### src/mse_pkg.sv
// Package for the MIPS64 special integer execute block.
// Holds operation codes, exception codes, payload structs and the front-to-back record.
// No dependencies.
package mse_pkg;

    localparam int unsigned QueueDepth = 2;
    localparam int unsigned QueueIdxW  = 1;

    typedef enum logic [5:0] {
        OP_SLL = 6'd0, OP_SRL = 6'd1, OP_SRA = 6'd2, OP_SLLV = 6'd3, OP_SRLV = 6'd4,
        OP_SRAV = 6'd5, OP_DSLL = 6'd6, OP_DSRL = 6'd7, OP_DSRA = 6'd8, OP_DSLLV = 6'd9,
        OP_DSRLV = 6'd10, OP_DSRAV = 6'd11, OP_DSLL32 = 6'd12, OP_DSRL32 = 6'd13,
        OP_DSRA32 = 6'd14, OP_ADD = 6'd15, OP_ADDU = 6'd16, OP_SUB = 6'd17,
        OP_SUBU = 6'd18, OP_DADD = 6'd19, OP_DADDU = 6'd20, OP_DSUB = 6'd21,
        OP_DSUBU = 6'd22, OP_MULT = 6'd23, OP_MULTU = 6'd24, OP_DIV = 6'd25,
        OP_DIVU = 6'd26, OP_DMULT = 6'd27, OP_DMULTU = 6'd28, OP_DDIV = 6'd29,
        OP_DDIVU = 6'd30, OP_AND = 6'd31, OP_OR = 6'd32, OP_XOR = 6'd33, OP_NOR = 6'd34,
        OP_TGE = 6'd35, OP_TGEU = 6'd36, OP_TLT = 6'd37, OP_TLTU = 6'd38, OP_TEQ = 6'd39,
        OP_TNE = 6'd40, OP_TGEI = 6'd41, OP_TGEIU = 6'd42, OP_TLTI = 6'd43,
        OP_TLTIU = 6'd44, OP_TEQI = 6'd45, OP_TNEI = 6'd46, OP_SLT = 6'd47,
        OP_SLTU = 6'd48, OP_SYSCALL = 6'd49, OP_BREAK = 6'd50, OP_SYNC = 6'd51,
        OP_MFHI = 6'd52, OP_MTHI = 6'd53, OP_MFLO = 6'd54, OP_MTLO = 6'd55
    } op_t;

    localparam logic [2:0] EXC_NONE     = 3'd0;
    localparam logic [2:0] EXC_OVERFLOW = 3'd1;
    localparam logic [2:0] EXC_TRAP     = 3'd2;
    localparam logic [2:0] EXC_SYSCALL  = 3'd3;
    localparam logic [2:0] EXC_BREAK    = 3'd4;

    typedef enum logic [2:0] {
        CLS_SIMPLE = 3'b001,
        CLS_MUL    = 3'b010,
        CLS_DIV    = 3'b100
    } cls_t;

    typedef struct packed {
        logic [5:0]         req_type;
        logic [63:0]        rs_value;
        logic [63:0]        rt_value;
        logic [4:0]         shift_amount;
        logic signed [15:0] immediate;
    } req_t;

    typedef struct packed {
        logic        dest_write;
        logic [63:0] dest_value;
        logic [2:0]  exception_code;
    } rsp_t;

    // Decoded word passed from the front end to the back end.
    typedef struct packed {
        cls_t        cls;
        logic [5:0]  op;
        logic [63:0] rs;
        logic [63:0] rt;
        rsp_t        rsp;
    } work_t;

    function automatic logic [63:0] sext32(input logic [31:0] x);
        return {{32{x[31]}}, x};
    endfunction

endpackage

### src/mse_queue.sv
// Two-entry queue between front and back ends.
// Depends on mse_pkg.
module mse_queue (
    input  logic           aclk,
    input  logic           aresetn,
    input  logic           i_valid,
    output logic           i_ready,
    input  mse_pkg::work_t i_data,
    output logic           o_valid,
    input  logic           o_ready,
    output mse_pkg::work_t o_data
);
    mse_pkg::work_t                     mem_reg [mse_pkg::QueueDepth];
    logic [mse_pkg::QueueIdxW-1:0]      wp_reg, rp_reg;
    logic [mse_pkg::QueueIdxW:0]        cnt_reg;
    logic                               push, pop;

    assign i_ready = cnt_reg != (mse_pkg::QueueIdxW+1)'(mse_pkg::QueueDepth);
    assign o_valid = cnt_reg != '0;
    assign o_data  = mem_reg[rp_reg];
    assign push    = i_valid && i_ready;
    assign pop     = o_valid && o_ready;

    always_ff @(posedge aclk) begin
        if (!aresetn) begin
            wp_reg  <= '0;
            rp_reg  <= '0;
            cnt_reg <= '0;
        end else begin
            if (push) wp_reg <= wp_reg + 1'b1;
            if (pop) rp_reg <= rp_reg + 1'b1;
            cnt_reg <= cnt_reg + {{mse_pkg::QueueIdxW{1'b0}}, push}
                               - {{mse_pkg::QueueIdxW{1'b0}}, pop};
        end
        if (push) mem_reg[wp_reg] <= i_data;
    end
endmodule

### config.mk
export PLATFORM = sky130hd
export DESIGN_NAME = mse_queue
export DESIGN_NICKNAME = d
export VERILOG_FILES = /design/src/mse_pkg.sv /design/src/mse_queue.sv
export SDC_FILE = /design/constraint.sdc
export NUM_CORES = 1
export LEC_CHECK = 0
export ABC_AREA = 1
export BUFFER_PORTS_ARGS = -buffer_cell sky130_fd_sc_hd__buf_4
export CORE_UTILIZATION = 30
export CTS_CLUSTER_SIZE = 24
export DETAILED_ROUTE_END_ITERATION = 7
export PLACE_DENSITY = 0.56
export SYNTH_ARGS = -nofsm -noshare
export SYNTH_HDL_FRONTEND = slang
export SYNTH_SLANG_ARGS = --single-unit
### constraint.sdc
create_clock -name aclk -period 24.5 [get_ports aclk]
set_clock_uncertainty 0.2 [all_clocks]
set_input_delay 2.45 -clock aclk [delete_from_list [all_inputs] [get_ports aclk]]
set_output_delay 2.45 -clock aclk [all_outputs]
set_load 0.01 [all_outputs]
# Word level (Yosys, flattened, before mapping)

Memory sizes are Yosys's and may differ from the RTL's. A register that Yosys moved wholly into a read port is not among the register bits.
Index checks and enable logic that the tools add are counted.

Register bits: 4
Bits in writable memories: 410
Input bits: 209
Output and inout bits: 207
Memories kept: 1

$add $sub $neg: 4
Equality and inequality tests: 1
Muxes and demuxes: 4
Reductions and logical operators: 3

Memories:

| name    | depth | width | rd ports | clocked after memory_dff | wr ports | line            | text |
|---|---|---|---|---|---|---|---|
| mem_reg | 2     | 205   | 1        | 1                        | 1        | mse_queue.sv:13 | `mse_pkg::work_t mem_reg [mse_pkg::QueueDepth];` |

Operators by type and width:

| cell                  | count |
|---|---|
| $mux W1               | 4 |
| $add A1 B1 Y1 const B | 2 |
| $add A2 B1 Y2         | 1 |
| $logic_and A1 B1 Y1   | 2 |
| $ne A2 B2 Y1 const B  | 1 |
| $reduce_bool A2 Y1    | 1 |
| $sub A2 B1 Y2         | 1 |

# Longest topological paths before layout

Depth in word-level cells: 4
Gate-level depth with buffers: 11

# Worst setup path before layout

No wires, ideal clock.

Path type: input to register
Start: input i_valid
End: memory mem_reg[1][0] (netlist bit) (enable)
Data arrival time: 11.120 ns
Required time: 23.524 ns
Setup slack: 12.404 ns
Stages on the path: 2
Path buffers: 0
Path through: nand2_1 > nor2_1

Word-level cells in the longest chain between the ends: 3

RTL lines:

| what                          | line            | text |
|---|---|---|
| start, declared               | mse_queue.sv:6  | `input logic i_valid,` |
| $logic_and A1 B1 Y1           | mse_queue.sv:21 | `assign push = i_valid && i_ready;` |
| $mux W1                       | mse_queue.sv:35 | `if (push) mem_reg[wp_reg] <= i_data;` |
| $mux W1 (not written as such) | mse_queue.sv:35 |  |
| end, declared                 | mse_queue.sv:13 |  |

Every way passes these cells.

==> reports/metrics.cfg <==
[synthesis]
syn_inst = 674
synth_warnings = 0
netlist_top_cells_count = 410 x edfxtp_1, 150 x mux2_4, 55 x mux2_2
synth_area_leaders = edfxtp_1 79%, mux2_4 14%, mux2_2 4.0%, buf_6 1.3%, dfxtp_1 0.64%
synthesis.nets = 884
async_flop_share_pct = 0
synth.avg_cell_area_um2 = 23.2
synth.distinct_cells = 13
synth_edf_count = 410
synth_top_area_cell = edfxtp_1
ys_ff_latch = 415
yosysMostFrequentCell = edfxtp_1
synthesis.area_mm2 = 0.0156
synth_top_area_share_pct = 78.7
synth_flop_cell = edfxtp_1
yosysSeqAreaShare_pct = 79.3

[setup_path]
crit_path_start_kind = flip-flop
critPathArrivalTime_ps = 3630
cp.required_ps = 21850
endpoint_kind = output port
crit_type = flip-flop to output port
r2r-start = cnt_reg[0]
crit_fanout = 59

[timing]
setup_violations = 0
maxSlewHeadroom_pct = 23.6
setup_slack_ps = 18220
fmax_ghz = 0.159
hold_viol = 0
worst_slew_pin_slew_ps = 1150
fin_crit_ps = 6280
fin_setup_tns_ps = 0
rsz0062_at_grt = false
period_share_pct = 25.6
finalMaxSlewViolations = 0

[routing]
drt_wl_total_mm = 34.1
num_vias = 7739
drc = 0
drt_iter0_drc = 374
drt.antenna.violating_nets = 0
post_drt_wl_per_cell_um = 18.6
viasPerCell = 4.22
firstDrtPassIters = 4

[placement]
gp_congestion = 0.739
hpwl_mm = 22.5
preCtsSetupSlack_ps = 18660
port_buffers = 415

[cts]
clock_path_buffers = 3
cts.clk_slew.worst_paths_ps = 60
cts_hold_buf = 0
root_buffer = clkbuf_16
cts-resized-gates = 0
htreeDepth = 2
post_cts_buffers = 0
numClockSinks = 415
tritoncts = yes
worstSkewPairLatency_ps = 560
cts_buffers = 45

[cells_and_area]
layout.nets = 1330
largest_reg_flops = 410
area_growth_pct = 33.5
seqCellArea_mm2 = 0.0124
layout-drive-gt1-share_pct = 59.9
post-route-util_pct = 40.6
multi_input_area_mm2 = 0.00299
nFillCells = 4689

[grt]
gr-total-overflow = 0
grt_pass1_wl_mm = 49.4
grt_pass1_vias = 8233
antenna_found_initial = 4
grtUsageTotal_pct = 12.4
grt_max_degree = 144

[floorplan]
die_h_um = 230
boundaryPins = 416
start_util_pct = 30.4
die_x_um = 230
dieArea_mm2 = 0.0531
num_rows = 83
core-area_mm2 = 0.0514

[power]
total_power_mw = 2.14
seq_power_share_pct = 43.7
internal_power_mw = 1.59
power_frac_comb_pct = 26.2
ir_worst_vdd_v = 0.0000575
p_sw_share_pct = 25.9
p_leak_nw = 7.96
power.density_mw_per_mm2 = 103
power.switching_mw = 0.555
clockPowerShare_pct = 30.1

[hold_path]
min_path_type = flip-flop to flip-flop
hp-start = rp_reg

[run]
maxCapViolCount = 0

[run_status]
status = complete, no violations

## cells in the final DEF, fill, tap and decap left out, types with 2 or more instances in the layout
cell type | synthesis | routed
buf_12 | 0 | 2
buf_4 | 0 | 420
bufinv_16 | 0 | 4
clkbuf_1 | 0 | 11
clkbuf_16 | 0 | 45
clkinv_1 | 0 | 9
clkinv_2 | 0 | 8
clkinvlp_4 | 0 | 2
dfxtp_1 | 5 | 4
edfxtp_1 | 410 | 410
inv_1 | 7 | 7
inv_6 | 0 | 2
mux2_2 | 55 | 55
mux2_4 | 150 | 150
nand2_1 | 11 | 11
nor2_1 | 9 | 7
nor2_4 | 0 | 2
## layer usage
metal / track usage (%) / vias up / share of wire [%]
li1: - / 3569 / -
met1: 14.0 / 3838 / 38
met2: 21.3 / 257 / 51
met3: 4.64 / 69 / 8.4
met4: 4.47 / 6 / 2.6
met5: 0 / - / 0.11
## layout make-up
| type | instances | share of cell area (%) |
|---|---|---|
| flip-flops and latches | 415 | 59.5 |
| inverters | 7 | 0.126 |
| clock buffers | 56 | 5.59 |
| well taps | 680 | 4.07 |
| diodes | 1 | 0.0120 |
| repair buffers | 422 | 15.3 |
| clock inverters | 26 | 1.13 |
| multi-input cells | 229 | 14.3 |
## power groups by stage
stage	registers [mW]	clock network [mW]	logic, mW
final	0.936	0.644	0.561
after global routing	0.945	0.692	0.600
after CTS	0.938	0.669	0.576
after detailed placement	0.952	0	0.574
after global placement	0.950	0	0.572
after floorplan	0.968	0	0.339
## worst max-delay path: stages, from the launching register on
cell and delay, ps:
dfxtp_4 740, buf_4 880, buf_4 890, mux2_4 360
buf_4 140
## final timing paths
kind	to	cells past startpoint	slack [ps]
max	o_data[130]	4	18220
max reg2reg	mem_reg[0][46]	6	21280
min reg2reg	flip-flop	2	310
min	flip-flop	2	310
## through the flow
| stage | hold slack (ps) | cell area [µm²] | std cells |
|---|---|---|---|
| floorplan | 267 | 15600 | 674 |
| global placement | 276 | 19500 | 1753 |
| detailed placement | 287 | 19500 | 1753 |
| CTS | 307 | 20900 | 1835 |
| global route | 332 | 20900 | 1836 |
| finish | 310 | 20900 | 1836 |
## logic make-up after synthesis
| group | count (synthesis) | synth area share (%) |
|---|---|---|
| mux | 205 | 18.4 |
| simple gates | 21 | 0.512 |
| xor+xnor | 1 | 0.0560 |
| compound gates | 1 | 0.0320 |
| buf+inv | 30 | 1.62 |
| fa+ha+maj | 1 | 0.0800 |
| flops | 415 | 79.3 |
Power figures use the tool's default switching activity.
