--- config.mk ---
export PLATFORM = sky130hd
export DESIGN_NAME = mse_back
export DESIGN_NICKNAME = d
export VERILOG_FILES = /design/src/mse_pkg.sv /design/src/mse_back.sv
export SDC_FILE = /design/constraint.sdc
export NUM_CORES = 2
export LEC_CHECK = 0
export BUFFER_PORTS_ARGS = -buffer_cell sky130_fd_sc_hd__buf_2
export CORE_MARGIN = 2
export CORE_UTILIZATION = 44
export CTS_CLUSTER_DIAMETER = 30
export DETAILED_ROUTE_END_ITERATION = 6
export GPL_ROUTABILITY_DRIVEN = 0
export GPL_TIMING_DRIVEN = 0
export PLACE_DENSITY = 0.59
export SYNTH_ARGS = -nofsm -noshare
export SYNTH_HDL_FRONTEND = slang
export SYNTH_SLANG_ARGS = --single-unit
--- constraint.sdc ---
create_clock -name aclk -period 38 [get_ports aclk]
set_clock_uncertainty 0.1 [all_clocks]
set_input_delay 1.9 -clock aclk [delete_from_list [all_inputs] [get_ports aclk]]
set_output_delay 1.9 -clock aclk [all_outputs]
set_load 0.03 [all_outputs]
--- src/mse_pkg.sv ---
// Package for the MIPS64 special integer execute block.
// Holds operation codes, exception codes, payload structs and the front-to-back record.
// No dependencies.
package mse_pkg;

    localparam int unsigned QueueDepth = 2;
    localparam int unsigned QueueIdxW  = 1;

    typedef enum logic [5:0] {
        OP_SLL = 6'd0, OP_SRL = 6'd1, OP_SRA = 6'd2, OP_SLLV = 6'd3, OP_SRLV = 6'd4,
        OP_SRAV = 6'd5, OP_DSLL = 6'd6, OP_DSRL = 6'd7, OP_DSRA = 6'd8, OP_DSLLV = 6'd9,
        OP_DSRLV = 6'd10, OP_DSRAV = 6'd11, OP_DSLL32 = 6'd12, OP_DSRL32 = 6'd13,
        OP_DSRA32 = 6'd14, OP_ADD = 6'd15, OP_ADDU = 6'd16, OP_SUB = 6'd17,
        OP_SUBU = 6'd18, OP_DADD = 6'd19, OP_DADDU = 6'd20, OP_DSUB = 6'd21,
        OP_DSUBU = 6'd22, OP_MULT = 6'd23, OP_MULTU = 6'd24, OP_DIV = 6'd25,
        OP_DIVU = 6'd26, OP_DMULT = 6'd27, OP_DMULTU = 6'd28, OP_DDIV = 6'd29,
        OP_DDIVU = 6'd30, OP_AND = 6'd31, OP_OR = 6'd32, OP_XOR = 6'd33, OP_NOR = 6'd34,
        OP_TGE = 6'd35, OP_TGEU = 6'd36, OP_TLT = 6'd37, OP_TLTU = 6'd38, OP_TEQ = 6'd39,
        OP_TNE = 6'd40, OP_TGEI = 6'd41, OP_TGEIU = 6'd42, OP_TLTI = 6'd43,
        OP_TLTIU = 6'd44, OP_TEQI = 6'd45, OP_TNEI = 6'd46, OP_SLT = 6'd47,
        OP_SLTU = 6'd48, OP_SYSCALL = 6'd49, OP_BREAK = 6'd50, OP_SYNC = 6'd51,
        OP_MFHI = 6'd52, OP_MTHI = 6'd53, OP_MFLO = 6'd54, OP_MTLO = 6'd55
    } op_t;

    localparam logic [2:0] EXC_NONE     = 3'd0;
    localparam logic [2:0] EXC_OVERFLOW = 3'd1;
    localparam logic [2:0] EXC_TRAP     = 3'd2;
    localparam logic [2:0] EXC_SYSCALL  = 3'd3;
    localparam logic [2:0] EXC_BREAK    = 3'd4;

    typedef enum logic [2:0] {
        CLS_SIMPLE = 3'b001,
        CLS_MUL    = 3'b010,
        CLS_DIV    = 3'b100
    } cls_t;

    typedef struct packed {
        logic [5:0]         req_type;
        logic [63:0]        rs_value;
        logic [63:0]        rt_value;
        logic [4:0]         shift_amount;
        logic signed [15:0] immediate;
    } req_t;

    typedef struct packed {
        logic        dest_write;
        logic [63:0] dest_value;
        logic [2:0]  exception_code;
    } rsp_t;

    // Decoded word passed from the front end to the back end.
    typedef struct packed {
        cls_t        cls;
        logic [5:0]  op;
        logic [63:0] rs;
        logic [63:0] rt;
        rsp_t        rsp;
    } work_t;

    function automatic logic [63:0] sext32(input logic [31:0] x);
        return {{32{x[31]}}, x};
    endfunction

endpackage

--- src/mse_back.sv ---
// Back end: multiply, divide and HI/LO access, plus the output register.
// Depends on mse_pkg.
module mse_back (
    input  logic           aclk,
    input  logic           aresetn,
    input  logic           q_valid,
    output logic           q_ready,
    input  mse_pkg::work_t q_data,
    output logic           m_valid,
    input  logic           m_ready,
    output mse_pkg::rsp_t  m_data
);
    typedef enum logic [3:0] {
        ST_IDLE = 4'b0001,
        ST_MUL  = 4'b0010,
        ST_DIV  = 4'b0100,
        ST_FIX  = 4'b1000
    } state_t;

    state_t        state_reg;
    logic [63:0]   hi_reg, lo_reg;
    logic [63:0]   a_reg, b_reg;
    logic [5:0]    op_reg;
    logic [1:0]    step_reg;
    logic [127:0]  acc_reg;
    logic [63:0]   rem_reg, quo_reg, dvd_reg;
    logic [6:0]    cnt_reg;
    logic          nq_reg, nr_reg;
    logic          ov_reg;
    mse_pkg::rsp_t out_reg;
    logic          out_free;
    logic [63:0]   pp, mb;
    logic [31:0]   ma;
    logic [65:0]   trial;
    logic [64:0]   rem_sh;
    logic          is64, sgn;
    logic [63:0]   da, db, qf, rf;
    mse_pkg::rsp_t rsp_in;
    logic          mul_op, div_op, done, ov_next;

    assign out_free = !ov_reg || m_ready;
    assign m_valid  = ov_reg;
    assign m_data   = out_reg;
    assign q_ready  = state_reg == ST_IDLE && out_free;

    always_comb begin
        ma = step_reg[0] ? a_reg[63:32] : a_reg[31:0];
        mb = step_reg[1] ? {32'd0, b_reg[63:32]} : {32'd0, b_reg[31:0]};
        pp = {32'd0, ma} * mb;
        rem_sh = {rem_reg, dvd_reg[63]};
        trial  = {1'b0, rem_sh} - {2'b0, b_reg};
        is64 = q_data.op == mse_pkg::OP_DDIV || q_data.op == mse_pkg::OP_DDIVU;
        sgn  = q_data.op == mse_pkg::OP_DIV || q_data.op == mse_pkg::OP_DDIV;
        if (is64) begin
            da = q_data.rs;
            db = q_data.rt;
        end else if (sgn) begin
            da = mse_pkg::sext32(q_data.rs[31:0]);
            db = mse_pkg::sext32(q_data.rt[31:0]);
        end else begin
            da = {32'd0, q_data.rs[31:0]};
            db = {32'd0, q_data.rt[31:0]};
        end
        qf = nq_reg ? -quo_reg : quo_reg;
        rf = nr_reg ? -rem_reg : rem_reg;
        rsp_in = q_data.rsp;
        if (q_data.op == mse_pkg::OP_MFHI) begin
            rsp_in.dest_write = 1'b1;
            rsp_in.dest_value = hi_reg;
        end else if (q_data.op == mse_pkg::OP_MFLO) begin
            rsp_in.dest_write = 1'b1;
            rsp_in.dest_value = lo_reg;
        end
        mul_op = q_data.op == mse_pkg::OP_MULT || q_data.op == mse_pkg::OP_MULTU ||
                 q_data.op == mse_pkg::OP_DMULT || q_data.op == mse_pkg::OP_DMULTU;
        div_op = q_data.cls == mse_pkg::CLS_DIV;
        done = (state_reg == ST_IDLE && q_valid && q_ready && !mul_op &&
                !(div_op && db != 64'd0)) || (state_reg == ST_FIX && out_free);
        ov_next = done || (ov_reg && !m_ready);
    end

    always_ff @(posedge aclk) begin
        if (!aresetn) begin
            state_reg <= ST_IDLE;
            ov_reg    <= 1'b0;
            hi_reg    <= '0;
            lo_reg    <= '0;
        end else begin
            ov_reg <= ov_next;
            case (state_reg)
                ST_IDLE: begin
                    if (q_valid && q_ready) begin
                        out_reg <= rsp_in;
                        op_reg  <= q_data.op;
                        case (q_data.op)
                            mse_pkg::OP_MTHI: hi_reg <= q_data.rs;
                            mse_pkg::OP_MTLO: lo_reg <= q_data.rs;
                            mse_pkg::OP_MULT, mse_pkg::OP_MULTU: begin
                                a_reg <= q_data.op == mse_pkg::OP_MULT
                                    ? mse_pkg::sext32(q_data.rs[31:0])
                                    : {32'd0, q_data.rs[31:0]};
                                b_reg <= q_data.op == mse_pkg::OP_MULT
                                    ? mse_pkg::sext32(q_data.rt[31:0])
                                    : {32'd0, q_data.rt[31:0]};
                                acc_reg   <= '0;
                                step_reg  <= '0;
                                state_reg <= ST_MUL;
                            end
                            mse_pkg::OP_DMULT, mse_pkg::OP_DMULTU: begin
                                a_reg     <= q_data.rs;
                                b_reg     <= q_data.rt;
                                acc_reg   <= '0;
                                step_reg  <= '0;
                                state_reg <= ST_MUL;
                            end
                            mse_pkg::OP_DIV, mse_pkg::OP_DIVU, mse_pkg::OP_DDIV,
                            mse_pkg::OP_DDIVU: begin
                                if (db == 64'd0) begin
                                    lo_reg <= (sgn && da[63]) ? 64'd1 : '1;
                                    hi_reg <= (sgn && !is64) ? da : q_data.rs;
                                end else begin
                                    nq_reg  <= sgn && (da[63] ^ db[63]);
                                    nr_reg  <= sgn && da[63];
                                    dvd_reg <= (sgn && da[63]) ? -da : da;
                                    b_reg   <= (sgn && db[63]) ? -db : db;
                                    rem_reg <= '0;
                                    quo_reg <= '0;
                                    cnt_reg <= 7'd64;
                                    state_reg <= ST_DIV;
                                end
                            end
                            default: ;
                        endcase
                    end
                end
                ST_MUL: begin
                    acc_reg  <= acc_reg + ({64'd0, pp} <<
                                {{1'b0, step_reg[1]} + {1'b0, step_reg[0]}, 5'd0});
                    step_reg <= step_reg + 2'd1;
                    if (step_reg == 2'd3) state_reg <= ST_FIX;
                end
                ST_DIV: begin
                    dvd_reg <= {dvd_reg[62:0], 1'b0};
                    if (!trial[65]) begin
                        rem_reg <= trial[63:0];
                        quo_reg <= {quo_reg[62:0], 1'b1};
                    end else begin
                        rem_reg <= rem_sh[63:0];
                        quo_reg <= {quo_reg[62:0], 1'b0};
                    end
                    cnt_reg <= cnt_reg - 7'd1;
                    if (cnt_reg == 7'd1) state_reg <= ST_FIX;
                end
                ST_FIX: begin
                    if (out_free) begin
                        case (op_reg)
                            mse_pkg::OP_MULT, mse_pkg::OP_MULTU: begin
                                lo_reg <= mse_pkg::sext32(acc_reg[31:0]);
                                hi_reg <= mse_pkg::sext32(acc_reg[63:32]);
                            end
                            mse_pkg::OP_DMULT: begin
                                lo_reg <= acc_reg[63:0];
                                hi_reg <= acc_reg[127:64] - (a_reg[63] ? b_reg : 64'd0)
                                          - (b_reg[63] ? a_reg : 64'd0);
                            end
                            mse_pkg::OP_DMULTU: begin
                                lo_reg <= acc_reg[63:0];
                                hi_reg <= acc_reg[127:64];
                            end
                            mse_pkg::OP_DIV, mse_pkg::OP_DIVU: begin
                                lo_reg <= mse_pkg::sext32(qf[31:0]);
                                hi_reg <= mse_pkg::sext32(rf[31:0]);
                            end
                            default: begin
                                lo_reg <= qf;
                                hi_reg <= rf;
                            end
                        endcase
                        state_reg <= ST_IDLE;
                    end
                end
                default: state_reg <= ST_IDLE;
            endcase
        end
    end
endmodule

### Word level (Yosys, flattened, before mapping)

Index checks and enable logic that the tools add are counted.

| word-level totals | value |
|---|---|
| bits of input ports | 209 |
| bits in registers | 666 |
| output and inout port bits | 70 |
| word-level logic and storage cells | 182 |

| cells by class | value |
|---|---|
| shifts and indexed selects | 1 |
| eq/ne operators | 38 |
| muxes and demuxes | 61 |
| bitwise gates (word level) | 2 |
| $add $sub $neg | 11 |
| $mul | 1 |
| reductions and logical operators | 50 |

Operators with widths:

| kind | number |
|---|---|
| $mux W64 | 30 |
| $pmux W64 S2 | 8 |
| $pmux W64 S3 | 2 |
| $mux W128 | 2 |
| $neg A64 Y64 | 4 |
| $pmux W128 S2 | 1 |
| $pmux W64 S4 | 1 |
| $add A128 B128 Y128 | 1 |
| $shl A64 B7 Y128 | 1 |
| $sub A64 B64 Y64 | 2 |
| $eq A6 B5 Y1 const B | 14 |
| $sub A65 B64 Y66 | 1 |
| $logic_not A64 Y1 | 1 |
| $mul A32 B32 Y64 | 1 |
| $mux W32 | 2 |
| $reduce_bool A64 Y1 | 1 |
| $reduce_and A5 Y1 | 5 |
| $eq A6 B6 Y1 const B | 4 |
| $mux W7 | 3 |
| $mux W4 | 5 |
| $pmux W4 S4 | 1 |
| $pmux W7 S2 | 1 |
| $logic_and A1 B1 Y1 | 13 |
| $ne A2 B2 Y1 const B | 6 |
| other kinds (29) | 54 |

### Depth between registers and ports, before layout

| logic depth | value |
|---|---|
| word-level depth | 10 |
| mapped depth | 46 |
| depth with buffers taken out | 41 |

### Least setup slack after synthesis

OpenSTA, ideal clock, no wires.

| timing | value |
|---|---|
| kind | input to register |
| start point | in q_data[196] (netlist bit) |
| end point | reg cnt_reg[0] (enable) |
| data arrival time | 12.878 ns |
| data required time | 37.076 ns |
| path buffers | 1 |
| stages on the path | 9 |
| setup time | 0.824 ns |
| slack | 24.198 ns |
| path through | clkbuf_1 xor2_1 and2_0 nand2_1 o211ai_1 o21ai_1 inv_1 nand2_1 a21oi_1 |

| on the way | value |
|---|---|
| word-level cells in the longest chain between the ends | 7 |
| elaborated cells on any way between the ends | 13 |
| classes of those cells | eq/ne (6); mux (2); reduce/logical (5) |

Ends and longest elaborated chain:

| what | RTL line | RTL |
|---|---|---|
| start: declaration | mse_back.sv:8 | `input mse_pkg::work_t q_data,` |
| $eq A6 B5 Y1, on equally long branches | mse_back.sv:53, mse_back.sv:95, mse_back.sv:52 |  |
| $logic_or A1 B1 Y1 | mse_back.sv:53 | `sgn = q_data.op == mse_pkg::OP_DIV \|\| q_data.op == mse_pkg::OP_DDIV;` |
| $mux W64 | mse_back.sv:57 | `end else if (sgn) begin` |
| $mux W64 | mse_back.sv:54 | `if (is64) begin` |
| $logic_not A64 Y1 | mse_back.sv:118 | `if (db == 64'd0) begin` |
| $ne A2 B2 Y1 (no line) | - |  |
| $reduce_and A5 Y1 (no line) * | - |  |
| end signal: assignment | mse_back.sv:151 | `cnt_reg <= cnt_reg - 7'd1;` |
| end: declaration | mse_back.sv:27 | `logic [6:0] cnt_reg;` |

Every way passes the cells marked *; elsewhere a longest branch is shown, timed or not.
A chain may end at the register's enable or synchronous reset.

### Worst setup path in the final report

| timing | value |
|---|---|
| start point | reg step_reg[0] |
| end point | reg acc_reg[127] (data pin) |

| on the way | value |
|---|---|
| word-level cells in the longest chain between the ends | 5 |
| elaborated cells on any way between the ends | 6 |
| classes of those cells | add/sub (2); mul (1); shift (1); mux (2) |

Ends and longest elaborated chain:

| what | RTL line | RTL |
|---|---|---|
| start: declaration | mse_back.sv:24 | `logic [1:0] step_reg;` |
| start signal: assignment | mse_back.sv:139 | `step_reg <= step_reg + 2'd1;` |
| $mux W32 | mse_back.sv:47 | `ma = step_reg[0] ? a_reg[63:32] : a_reg[31:0];` |
| $mul A32 B32 Y64 | mse_back.sv:49 | `pp = {32'd0, ma} * mb;` |
| $shl A64 B7 Y128 * | mse_back.sv:137 | `acc_reg <= acc_reg + ({64'd0, pp} <<` |
| $add A128 B128 Y128 * | mse_back.sv:137 |  |
| $pmux W128 S2 * | mse_back.sv:90 | `case (state_reg)` |
| end signal: assignment | mse_back.sv:137 |  |
| end: declaration | mse_back.sv:25 | `logic [127:0] acc_reg;` |

Marks and branches as above.

==> reports/metrics.sh <==
OUTCOME='complete, but fails checks'
VIOLATIONS='design-rule violations, max-capacitance violations, max-slew violations'
VIA_COUNT=85027
NNETSFINAL=12367
SYN-CELL-AREA_UM2=86500
GRT_OVERFLOW=0
POSTLAYOUTCOREUTIL_PCT=49.6
TIMING.CRITICAL_PATH.REQUIRED_NS=38.41
DRTPASS1ITERATIONS=7
DIE_HEIGHT_UM=447
SYNTH_ENABLE_FLOP_CELLS=533
SYNTHESIS.INSTANCES=10222
DETAIL_ROUTE.VIAS_PER_CELL=6.33
FINALSETUPVIOLATIONS=0
TRITONCTS.NUM_BUFFERS=150
LARGEST_NET_DEGREE_AT_THE_START_OF_GLOBAL_ROUTING=66
LKG_PWR_nW=42.1
WORST_EP_ARRIVAL_TIME_NS=17.24
FINAL.FILL_COUNT=18732
FP.DIEW_UM=447
CRITPATHCAPTURETYPE='flip-flop'
SYNTH.NET_COUNT=11918
GR-USAGE-ALL-LAYERS_PCT=39.9
POWER_DENSITY_nW_PER_UM2=98.0
WORST_PATH_CELL_WITH_THE_LONGEST_STAGE_DELAY='a2111oi_0'
NUMCLOCKSINKS=666
COMMONEST_CELLS_IN_THE_SYNTHESIZED_NETLIST='1252 x nand2_1, 1236 x nor2_1, 1032 x inv_1'
YS_TOP_CELLS_BY_AREA='fa_1 22%, edfxtp_1 19%, ha_1 7.6%'
DESIGN.PORTCOUNT=279
WL_PER_CELL_UM=30.2
FINAL_LAYOUT_SIZE_SUFFIX_GT1_SHARE_PCT=6.29
DRT_ITER0_MARKERS=11868
ROUTE.DETAILED.DRC=177
POST-SYNTH-TOP-AREA-CELL='fa_1'
COREAREA_UM2=195000
DRV.MAX_CAP_VIOLATION_COUNT=9
WORSTPATHMAXFANOUT=10
NUMBER_OF_BUFFERS_ON_THE_LONGEST_CLOCK_PATH=3
YS_TYPES=88
WORSTSKEWPAIRLATENCY_NS=0.84
YOSYS.AREA.TOP_TYPE_SHARE_PCT=22.3
FINALWORSTPATHREQUIREDPERIOD_NS=16.83
TIGHTESTPINTRANSITION_NS=1.67
FMAX_GHz=0.0594
SYNTH_TOP_FLOP_CELL='edfxtp_1'
LAYOUT-AREA-OVERHEAD-VS-SYNTH_PCT=12.0
FINAL_ANTENNA_NET_COUNT=0
TRITONCTS_CLOCK_TREE='built'
FLOORPLAN.INITIALDENSITY_PCT=44.3
SETUP_WS_NS=21.17
NUMBER_OF_GLOBAL_ROUTE_VIAS_BEFORE_REPAIR=81352
WORST_HOLD_CHECK_PATH_TYPE='reg2reg'
SYN-MEAN-INSTANCE-AREA_UM2=8.46
SETUP_REPAIR_AFTER_GLOBAL_ROUTING_MISSED_ITS_MARGIN='no'
TIMING.SETUP.TNS_NS=0
TOTAL_NUMBER_OF_PLACEMENT_ROWS=162
SETUP.WORST_PATH.CLASS='reg2reg'
WIRELENGTH_UM=405000
HOLD_VIOL_FINAL=0
YOSYS_WARNINGS=0
WORSTSETUPSTARTPOINTTYPE='flip-flop'
WORST_SETUP_HOLD_PATH_CLK_SLEW_NS=0.05
CTS_SETUP_BUFFERS=0
WORST_PATH_MOST_REPEATED_CELL='fa_1'
ASYNCSETRESETFLOPFRACSYNTH_PCT=0
YS_SEQ_AREA_SHARE_PCT=21.6
DIEAREA_UM2=200000
CTSRESIZECOUNT=0
ANTENNA_VIOLATIONS_BEFORE_REPAIR=33
PERIOD_SHARE_PCT=44.3
LAYOUT.CELL_AREA.NON_FILLER_UM2=96900
POSTCTSHOLDBUFS=0
MAX_FFS_PER_REGISTER=128
DELAY_CONTRIBUTED_BY_THE_SLOWEST_STAGE_OF_THE_CRITICAL_PATH_NS=1.11
YOSYSMOSTFREQUENTCELL='nand2_1'
HTREEDEPTH=4
PLACEMENT.CELL_AREA_UM2=91600
TIMING_MAX_TRANSITION_VIOLATIONS_FINAL=63
WORST_IR_DROP_ON_VDD_mV=0.225
DP_HPWL_UM=336000
NUMPORTBUFFERS=273
GRT_FIRST_PASS_WIRELENGTH_UM=573000
SLEW_HEADROOM_PCT=-12.4
SETUP_SLACK_AT_PLACEMENT_NS=21.78
CTS.ROOT.BUFFER_CELL='clkbuf_16'
SYNTH-SEQ-CELLS=666
## cell families after synthesis
group | count (synthesis) | share of synthesized area [%]
fa+ha+maj | 1487 | 29.9
compound gates | 2375 | 17.2
xor+xnor | 493 | 4.99
simple gates | 3364 | 17.1
buf+inv | 1663 | 7.23
flops | 666 | 21.6
mux | 174 | 2.09
## worst paths after layout
check / cells after the start / startpoint / endpoint / slack (ns)
worst max-delay path: 39 / step_reg[0]$_SDFFCE_PN0P_ / acc_reg[127]$_SDFFCE_PN0P_ / 21.17
worst min-delay path: 2 / lo_reg[49]$_SDFFE_PN0P_ / lo_reg[49]$_SDFFE_PN0P_ / 0.36
worst max register to register: 39 / step_reg[0]$_SDFFCE_PN0P_ / acc_reg[127]$_SDFFCE_PN0P_ / 21.17
worst min register to register: 2 / lo_reg[49]$_SDFFE_PN0P_ / lo_reg[49]$_SDFFE_PN0P_ / 0.36
## where the power goes
group          internal [mW]  switching (mW)  total, mW
Sequential             0.798          0.0141      0.812
Clock                  0.852           0.481       1.33
Combinational           2.24            5.11       7.35
## layout by cell type (no fill, tap or decap), types with 36 or more instances in the layout
cell,instances
a211oi_1,57
nand2_1,1252
a21oi_1,808
o211ai_1,66
o21bai_1,70
dfxtp_1,133
a221oi_1,99
or3_1,55
buf_1,47
fa_1,961
xnor2_1,261
mux2_2,49
o21a_1,71
and3_1,36
o21ai_0,515
or4_1,39
nor2_1,1235
xor2_1,232
a21o_1,194
o221ai_1,38
o31ai_1,75
edfxtp_1,533
clkbuf_16,152
nor4_1,48
clkbuf_1,590
mux2i_1,117
nand3_1,127
ha_1,526
nor3_1,120
nor2b_1,45
a31oi_1,65
buf_2,283
inv_1,1031
o22ai_1,41
and2_1,123
nand4_1,137
## critical path: cells and delay by family, from the launching register on
family | cells | cell delay [ns]
compound gates | 15 | 5.23
xor+xnor | 1 | 0.50
fa+ha+maj | 10 | 4.97
buf+inv | 7 | 2.68
flops | 1 | 0.36
mux | 2 | 1.36
simple gates | 4 | 1.26
## final cells by class
type	instances	area [um2]	area share [%]
flip-flops and latches	666	18700	19.3
plain buffers	628	2370	2.45
diodes	16	40.0	0.0413
multi-input cells	7893	61700	63.7
well taps	2624	3280	3.39
clock inverters	97	1220	1.26
clock buffers	176	3930	4.06
inverters	1035	3890	4.01
repair buffers	297	1800	1.86
## layer usage
layer	global-route usage [%]	up-vias	wire length (um)
met3	13.4	1744	54900
met4	35.3	24	45100
met5	0	-	161
li1	-	35795	-
met1	48.2	41237	143000
met2	56.4	6227	163000
## metrics by stage
step	total power [mW]	cells	hold slack, ns
after floorplan	5.31	10222	0.324
after CTS	9.13	13413	0.357
after global routing	9.90	13418	0.379
after detailed placement	7.76	13140	0.347
final	9.49	13432	0.357
after global placement	7.74	13119	0.341
Power figures use the tool's default switching activity.
